==> config.mk <==
export PLATFORM = sky130hd
export DESIGN_NAME = plut_blend
export DESIGN_NICKNAME = d
export VERILOG_FILES = /design/src/rtl/palette_lookup_with_blend_modes_defines.svh /design/src/rtl/plut_pkg.sv /design/src/rtl/plut_blend.sv
export SDC_FILE = /design/constraint.sdc
export NUM_CORES = 1
export LEC_CHECK = 0
export BUFFER_PORTS_ARGS = -buffer_cell sky130_fd_sc_hd__buf_2
export CELL_PAD_IN_SITES_DETAIL_PLACEMENT = 1
export CELL_PAD_IN_SITES_GLOBAL_PLACEMENT = 2
export CORE_MARGIN = 10
export CORE_UTILIZATION = 42
export CTS_CLUSTER_DIAMETER = 40
export DETAILED_ROUTE_END_ITERATION = 12
export PLACE_DENSITY_LB_ADDON = 0.1
export SETUP_SLACK_MARGIN = 0.3
export SLEW_MARGIN = 0
export SYNTH_ARGS = -nofsm -noshare
export SYNTH_HDL_FRONTEND = slang
export SYNTH_SLANG_ARGS = --single-unit
==> constraint.sdc <==
create_clock -name clk -period 6.2 [get_ports clk]
set_clock_uncertainty 0.05 [all_clocks]
set_input_delay 0.31 -clock clk [delete_from_list [all_inputs] [get_ports clk]]
set_output_delay 0.31 -clock clk [all_outputs]
set_load 0.02 [all_outputs]
==> src/rtl/palette_lookup_with_blend_modes_defines.svh <==
// ---------------------------------------------------------------------------
// Palette lookup assertion macros
// Shared concurrent assertion wrappers for the palette lookup block.
// ---------------------------------------------------------------------------
`ifndef PALETTE_LOOKUP_WITH_BLEND_MODES_DEFINES_SVH
`define PALETTE_LOOKUP_WITH_BLEND_MODES_DEFINES_SVH

// Check a property on every rising edge outside reset.
`define PLUT_ASSERT(label, clk, rst_n, prop, msg) \
    label: assert property (@(posedge clk) disable iff (!rst_n) prop) else $error(msg);

// Check a property on every rising edge, reset included.
`define PLUT_ASSERT_ALWAYS(label, clk, prop, msg) \
    label: assert property (@(posedge clk) prop) else $error(msg);

`endif

==> src/rtl/plut_pkg.sv <==
// ---------------------------------------------------------------------------
// Palette lookup package
// Shared widths, command and mode codes, and pipeline control type.
// ---------------------------------------------------------------------------
`default_nettype none

package plut_pkg;

    localparam int ENTRIES_DEFAULT = 256;
    localparam int CH_W            = 8;
    localparam int IDX_W           = 8;
    localparam int MODE_W          = 2;
    localparam int PIX_W           = 4 * CH_W;
    localparam int PADDR_W         = 3;
    localparam int PDATA_W         = 32;

    localparam logic CMD_WRITE = 1'b0;
    localparam logic CMD_READ  = 1'b1;

    localparam logic [MODE_W-1:0] MODE_SOLID   = 2'd0;
    localparam logic [MODE_W-1:0] MODE_TRANS   = 2'd1;
    localparam logic [MODE_W-1:0] MODE_LIGHT   = 2'd2;
    localparam logic [MODE_W-1:0] MODE_DEFAULT = 2'd3;

    // Register index taken from the word address bit
    localparam logic REG_DEFAULT_MODE = 1'b0;

    typedef struct packed {
        logic              valid;
        logic              idx_nz;
        logic              in_range;
        logic [MODE_W-1:0] mode;
    } ctl_t;

endpackage

`default_nettype wire

==> src/rtl/plut_blend.sv <==
// ---------------------------------------------------------------------------
// Palette lookup blend stages
// Two registered stages: products and brightness distance, then the divides
// by 255 and by 3 and the mode select into the output register.
// ---------------------------------------------------------------------------
`default_nettype none

module plut_blend (
    input  wire logic                       clk,
    input  wire logic                       rst_n,
    input  wire logic                       advance,
    input  wire plut_pkg::ctl_t             ctl,
    input  wire logic [plut_pkg::PIX_W-1:0] entry,
    output      logic                       res_valid,
    output      logic [plut_pkg::CH_W-1:0]  res_red,
    output      logic [plut_pkg::CH_W-1:0]  res_green,
    output      logic [plut_pkg::CH_W-1:0]  res_blue,
    output      logic [plut_pkg::CH_W-1:0]  res_alpha
);

    localparam int CW = plut_pkg::CH_W;
    localparam int PW = 2 * CW;
    localparam int SW = CW + 3;     // holds 2*(r+g+b)
    localparam int VW = CW + 2;     // holds |2s - 765|
    localparam int QW = VW + 10;    // v * 683
    localparam logic [SW-1:0] MID = SW'(765);
    localparam logic [CW-1:0] HALF_ALPHA = CW'(128);
    localparam logic [CW-1:0] FULL = '1;

    // Stage one: read data to products
    logic [CW-1:0] r1, g1, b1, a1, ta1;
    logic [SW-1:0] s2x1;
    logic          dark1;
    logic [VW-1:0] v1;

    logic                    s2_valid_reg;
    logic [plut_pkg::MODE_W-1:0] s2_mode_reg;
    logic [PW-1:0]           s2_pr_reg, s2_pg_reg, s2_pb_reg;
    logic [CW-1:0]           s2_r_reg, s2_g_reg, s2_b_reg, s2_a_reg, s2_ta_reg;
    logic                    s2_dark_reg;
    logic [VW-1:0]           s2_v_reg;

    always_comb
    begin
        // Out-of-range reads act on an all-zero entry
        r1 = ctl.in_range ? entry[0*CW +: CW] : '0;
        g1 = ctl.in_range ? entry[1*CW +: CW] : '0;
        b1 = ctl.in_range ? entry[2*CW +: CW] : '0;
        a1 = ctl.in_range ? entry[3*CW +: CW] : '0;
        ta1 = ctl.idx_nz ? HALF_ALPHA : a1;
        s2x1 = SW'({3'b000, r1} + {3'b000, g1} + {3'b000, b1}) << 1;
        dark1 = (s2x1 < MID);
        v1 = dark1 ? VW'(MID - s2x1) : VW'(s2x1 - MID);
    end

    always_ff @(posedge clk)
    begin
        if (advance)
        begin
            s2_mode_reg <= ctl.mode;
            s2_pr_reg   <= PW'(r1 * ta1);
            s2_pg_reg   <= PW'(g1 * ta1);
            s2_pb_reg   <= PW'(b1 * ta1);
            s2_r_reg    <= r1;
            s2_g_reg    <= g1;
            s2_b_reg    <= b1;
            s2_a_reg    <= a1;
            s2_ta_reg   <= ta1;
            s2_dark_reg <= dark1;
            s2_v_reg    <= v1;
        end
    end

    // Stage two: divides and mode select
    function automatic logic [CW-1:0] div255(input logic [PW-1:0] p);
        logic [PW:0] t;
        begin
            t = {1'b0, p} + (PW+1)'(1) + (PW+1)'(p >> CW);
            div255 = t[CW +: CW];
        end
    endfunction

    logic [QW-1:0] q3;
    logic [CW-1:0] light_a;
    logic [CW-1:0] nr, ng, nb, na;

    always_comb
    begin
        q3 = QW'(s2_v_reg) * QW'(683);
        light_a = q3[11 +: CW];
        case (s2_mode_reg)
            plut_pkg::MODE_TRANS:
            begin
                nr = div255(s2_pr_reg);
                ng = div255(s2_pg_reg);
                nb = div255(s2_pb_reg);
                na = s2_ta_reg;
            end
            plut_pkg::MODE_LIGHT:
            begin
                nr = s2_dark_reg ? '0 : FULL;
                ng = s2_dark_reg ? '0 : FULL;
                nb = s2_dark_reg ? '0 : FULL;
                na = light_a;
            end
            default:
            begin
                nr = s2_r_reg;
                ng = s2_g_reg;
                nb = s2_b_reg;
                na = s2_a_reg;
            end
        endcase
    end

    logic          out_valid_reg;
    logic [CW-1:0] out_r_reg, out_g_reg, out_b_reg, out_a_reg;

    always_ff @(posedge clk or negedge rst_n)
    begin
        if (!rst_n)
        begin
            s2_valid_reg  <= 1'b0;
            out_valid_reg <= 1'b0;
        end
        else if (advance)
        begin
            s2_valid_reg  <= ctl.valid;
            out_valid_reg <= s2_valid_reg;
        end
    end

    always_ff @(posedge clk)
    begin
        if (advance)
        begin
            out_r_reg <= nr;
            out_g_reg <= ng;
            out_b_reg <= nb;
            out_a_reg <= na;
        end
    end

    assign res_valid = out_valid_reg;
    assign res_red   = out_r_reg;
    assign res_green = out_g_reg;
    assign res_blue  = out_b_reg;
    assign res_alpha = out_a_reg;

endmodule

`default_nettype wire

Word level (Yosys, flattened, before mapping)
Index checks and enable logic that the tools add are counted.
{"block": "classes", "addsub": 10, "multipliers": 4, "n_lt_le_gt_ge": 1, "n_eq_ne": 2, "muxes": 11}
{"op": "one-hot mux 8 bit (2 select lines)", "n": 4}
{"op": "adder 16 x 1 -> 16 bit, second input constant", "n": 3}
{"op": "adder 16 x 8 -> 16 bit", "n": 3}
{"op": "multiplier 8 x 8 -> 16 bit", "n": 3}
{"op": "2-to-1 mux 8 bit", "n": 6}
{"op": "multiplier 10 x 10 -> 19 bit, second input constant", "n": 1}
{"op": "< comparator 11 x 10 -> 1 bit, second input constant", "n": 1}
{"op": "adder 9 x 8 -> 10 bit", "n": 1}
{"op": "2-to-1 mux 10 bit", "n": 1}
{"op": "subtractor 10 bit, first input constant", "n": 1}
{"op": "subtractor 10 bit, second input constant", "n": 1}
{"op": "adder 8 x 8 -> 9 bit", "n": 1}
{"op": "equality test 2 x 1 -> 1 bit, second input constant", "n": 1}
{"op": "equality test 2 bit, second input constant", "n": 1}
{"block": "totals", "reg_bits": 135, "inputBits": 40, "word_cells": 45}

Longest topological paths before layout
{"block": "depth", "ltp_word": 5, "depth_mapped": 20, "depth_no_buf": 18}

Least setup slack after synthesis
Ideal clock, no wire load.
{"block": "synth_timing", "kind": "input -> register", "startpoint": "input port ctl[2] (netlist bit)", "endpoint": "register s2_pb_reg[15], data pin", "setup_time_ns": 0.259, "arrival_ns": 4.811, "required_ns": 5.891, "setup_slack_ns": 1.080, "cell_stages": 18, "path_cell_list": "clkbuf_1 -> and2_1 -> nor2_1 -> clkbuf_1 -> nor2_1 -> fa_1 -> fa_1 -> fa_1 -> inv_1 -> fa_1 -> inv_1 -> ha_1 -> or2_2 -> a21oi_1 -> a21oi_1 -> a211oi_1 -> a21oi_1 -> xnor2_1"}
{"block": "synth_between", "elab_chain_len": 3, "word_cells_on_any_way": 4, "classes_between": "mul: 1; mux: 3"}
{"element": "from (decl)", "line_no": "plut_blend.sv:12", "text": "input wire plut_pkg::ctl_t ctl,"}
{"element": "2-to-1 mux 8 bit", "line_no": "plut_blend.sv:49", "text": "a1 = ctl.in_range ? entry[3*CW +: CW] : '0;"}
{"element": "via a1[7]", "line_no": "plut_blend.sv:31", "text": "logic [CW-1:0] r1, g1, b1, a1, ta1;"}
{"element": "2-to-1 mux 8 bit", "line_no": "plut_blend.sv:50", "text": "ta1 = ctl.idx_nz ? HALF_ALPHA : a1;"}
{"element": "multiplier 8 x 8 -> 16 bit", "line_no": "plut_blend.sv:63", "text": "s2_pb_reg <= PW'(b1 * ta1);"}
{"element": "to (signal assigned)", "line_no": "plut_blend.sv:63"}
{"element": "to (decl)", "line_no": "plut_blend.sv:38", "text": "logic [PW-1:0] s2_pr_reg, s2_pg_reg, s2_pb_reg;"}
The timed path passes the listed nets, and every way through them passes these cells.
A chain may end at the register's enable or synchronous reset.

Worst setup path after layout
{"block": "layout_timing", "startpoint": "register s2_v_reg[2]", "endpoint": "register out_a_reg[4] (netlist: res_alpha[4]), data pin"}
{"block": "layout_between", "elab_chain_len": 2}
{"element": "from (decl)", "line_no": "plut_blend.sv:41", "text": "logic [VW-1:0] s2_v_reg;"}
{"element": "from (signal assigned)", "line_no": "plut_blend.sv:70", "text": "s2_v_reg <= v1;"}
{"element": "multiplier 10 x 10 -> 19 bit", "line_no": "plut_blend.sv:89", "text": "q3 = QW'(s2_v_reg) * QW'(683);"}
{"element": "one-hot mux 8 bit (2 select lines)", "line_no": "plut_blend.sv:91", "text": "case (s2_mode_reg)"}
{"element": "via na[4]", "line_no": "plut_blend.sv:85", "text": "logic [CW-1:0] nr, ng, nb, na;"}
{"element": "to (signal assigned)", "line_no": "plut_blend.sv:140", "text": "out_a_reg <= na;"}
{"element": "to (decl)", "line_no": "plut_blend.sv:117", "text": "logic [CW-1:0] out_r_reg, out_g_reg, out_b_reg, out_a_reg;"}
The timed path passes the listed nets, and every way through them passes these cells.

==> metrics.md <==
| Metric | Value |
|---|---|
| Number of DRC markers in iteration 0 | 410 |
| DR WL/cell | 18.3 um |
| Remaining Overflow, GRT | 0 |
| Maximum capacitance violations | 0 |
| Slowest stage delay, CP | 580 ps |
| RePlAce Congestion | 0.826 |
| RSZ-0062 raised after global routing | false |
| H-tree levels | 4 |
| TritonRoute pass-1 iters | 5 |
| Initial Util | 0.426 |
| Worst EP required | 6330 ps |
| Area of the mapped netlist | 14,300 um2 |
| P&R area growth vs syn | 10.9% |
| Cts bufs inserted | 17 |
| Row count | 67 |
| Power share of the sequential group | 0.219 |
| Largest net degree at the start of global routing | 80 |
| Largest fanout on the critical path | 5 |
| Distinct cells, synth | 61 |
| NumNets Final | 1,858 |
| Core area | 33,500 um2 |
| DP Area | 15,200 um2 |
| Worst hold path type | in -> reg |
| IO Port Bufs | 72 |
| HPWL Detailed | 28.5 mm |
| Total negative slack | 0 ps |
| Syn nets | 1,777 |
| Static leakage | 0.00767 uW |
| Cells after Synth | 1,404 |
| Clock root cell | clkbuf_16 |
| Worst EP arrival | 5460 ps |
| Switch share | 0.443 |
| Met3 Routed Length | 1.21 mm |
| Routed length on met2 | 17.2 mm |
| Instance count on the critical path | 15 |
| Wl on met1 | 16.6 mm |
| Clk_lat worst skew | 440 ps |
| Clock buffer depth | 2 |
| Number of vias per cell | 5.12 |
| Via count | 9,960 |
| Register-to-Register Path Depth | 15 |
| Period utilization | 0.859 |
| CP endpoint kind | flip-flop |
| I/O pins | 73 |
| Post-CTS Setup Inserts | 0 |
| Endpoints failing hold | 0 |
| # hold bufs at CTS | 3 |
| Number of diodes | 0 |
| Drc violations | 0 |
| Flops & latches, synth | 134 |
| Synth async-reset ratio | 0.0149 |
| Outcome | finished, final reports clean |
| First-pass GRT wire length | 59.0 mm |
| Post-synthesis sequential area ratio | 0.281 |
| Final std cells w/o fill | 1,945 |
| Routed Antenna Nets | 0 |
| Placed Cells | 1,911 |
| Worst slew pin tran | 875 ps |
| Gate power share | 0.609 |
| Layout cell share with drive strength beyond 1 | 0.0935 |
| Clock group share of total power | 0.172 |
| Pint | 3260 uW |
| Slowest cell on crit path | a211oi_1 |
| Switching pwr | 2590 uW |
| Die height | 204 um |
| Min cycle time layout | 5320 ps |
| Top Metal Used | met4 |
| TritonCTS Sinks | 134 |
| Pwr dens | 370 nW/um2 |
| Worst Hold Path Cells | 2 |
| Die area | 41,800 um2 |
| CTS tree | built |
| Crit path cell chain | inv_1 > ha_1 > fa_1 > fa_1 > inv_1 > fa_1 > ha_1 > ha_1 > nand2_1 > nor2_1 > a211oi_1 > a21boi_0 > o21ai_0 > a21oi_1 > a221o_1 |
| CTS clk-pin slew, worst paths | 60 ps |
| Slew Viols, Final | 0 |
| Post-route cell area | 15,800 um2 |
| Hold slack | 66.7 ps |
| CP top delay family | adder cells |
| Worst slew margin | 0.416 |
| Antenna violations before repair | 1 |
| Worst VDD drop | 0.502 mV |
| Setup CP Type | reg -> reg |
| Die width | 204 um |
| Vias in the first global route | 11,100 |
| Final Setup Violations | 0 |
| Detailed Route WL | 35.6 mm |
| Setup crit start kind | flip-flop |
| Total track usage | 0.180 |
| FMAX | 188 MHz |
| Ys flop type | edfxtp_1 |
| Cts repair resizes | 0 |
| Avg Cell Area, Syn | 10.2 um2 |
| Buf/Inv on CP | 2 |
| EDFF count, synth | 132 |
| YS warnings | 0 |
final timing paths:
| kind | slack (ps) | end | from |
|---|---|---|---|
| worst min-delay path | 70 | s2_valid_reg | ctl[4] |
| worst max-delay path | 880 | res_alpha[4] | s2_v_reg[2] |
| worst max register to register | 880 | res_alpha[4] | s2_v_reg[2] |
| max in group asynchronous | 5870 | res_valid | rst_n |
| worst min register to register | 450 | res_valid | res_valid |
| min in group asynchronous | 140 | s2_valid_reg | rst_n |
cells in the final DEF, fill, tap and decap left out, drive strengths merged, types with 3 or more instances in the layout:
master | synthesis | routed
clkinv | 1 | 8
a211oi | 14 | 14
xor2 | 6 | 6
bufinv | 0 | 3
fa | 138 | 138
o21a | 24 | 24
o31ai | 5 | 5
xnor2 | 59 | 59
ha | 195 | 195
dlygate4sd3 | 0 | 3
mux2 | 3 | 3
nand4 | 6 | 6
a21o | 11 | 11
or3 | 10 | 10
a21boi | 3 | 3
nor2 | 54 | 54
nand3 | 20 | 20
inv | 246 | 246
o21ai | 40 | 40
clkbuf | 28 | 20
nor2b | 16 | 16
nor4 | 3 | 3
o211ai | 6 | 6
or2 | 4 | 4
nand2b | 8 | 8
nand2 | 79 | 79
mux2i | 3 | 3
and4 | 6 | 6
and2 | 159 | 159
and3 | 14 | 14
a311oi | 3 | 3
edfxtp | 132 | 132
a22oi | 5 | 5
a21oi | 51 | 51
nor3 | 31 | 31
buf | 1 | 88
worst reg2reg max path, delay by kind of cell (launching register included):
kind	cells	cell delay [ps]
buf+inv	2	330
compound gates	5	1550
flops	1	440
fa+ha+maj	6	2550
simple gates	2	150
cell usage after synthesis, drive strengths merged (2+ instances only):
cell	n	share of area
or2	4	0.0018
o31ai	5	0.0030
dfrtp	2	0.0035
fa	138	0.19
o211ai	6	0.0032
nand2	79	0.021
nand2b	8	0.0035
o21bai	2	0.0011
xnor2	59	0.037
o21ai	40	0.014
nand4	6	0.0026
nor4	3	0.0013
a311oi	3	0.0018
nor3	31	0.012
a22oi	5	0.0026
a221o	2	0.0014
nand3	20	0.0070
xor2	6	0.0037
mux2	3	0.0024
nor2	54	0.014
edfxtp	132	0.28
mux2i	3	0.0021
o21a	24	0.013
a211oi	14	0.0084
and2	159	0.070
o2111a	2	0.0016
a2bb2oi	2	0.0012
a21boi	3	0.0016
or3	10	0.0044
a21o	11	0.0059
and3	14	0.0067
ha	195	0.17
and4	6	0.0037
nor2b	16	0.0070
inv	246	0.065
clkbuf	28	0.0074
a21oi	51	0.018
cell type report:
cell class / count / area, um2
tap: 448 / 561
inverter: 247 / 930
clock buffer: 20 / 437
fill: 3776 / 17700
sequential: 134 / 4010
clock inverter: 11 / 134
multi-input combinational: 994 / 9250
timing repair buffer: 91 / 517
stage by stage:
stage	setup slack, ps	util	total power, uW
after detailed placement	488	0.454	4920
after global routing	472	0.472	6520
after CTS	774	0.472	5970
final	876	0.472	5860
after floorplan	1080	-	3880
after global placement	649	0.454	4820
kinds of logic after synthesis:
logic type	count (synthesis)	synth area share
buffers and inverters	276	0.0728
multiplexers	6	0.00447
AND/OR/NAND/NOR	414	0.157
adder cells (fa/ha/maj)	333	0.364
AO/OA/AOI/OAI	176	0.0807
flip-flops	134	0.281
XOR/XNOR	65	0.0404
power by group through the flow:
stage,clock network [uW],logic (uW),registers [uW]
after floorplan,0,2550,1320
after global placement,0,3520,1300
after detailed placement,0,3620,1300
after CTS,1030,3660,1280
after global routing,1060,4160,1300
final,1010,3570,1280
per-layer routing:
metal | vias up | global-route usage
met4 | 0 | 0.0516
met5 | - | 0
met2 | 138 | 0.304
li1 | 4810 | -
met1 | 4988 | 0.235
met3 | 24 | 0.0271
Power figures use the tool's default switching activity.
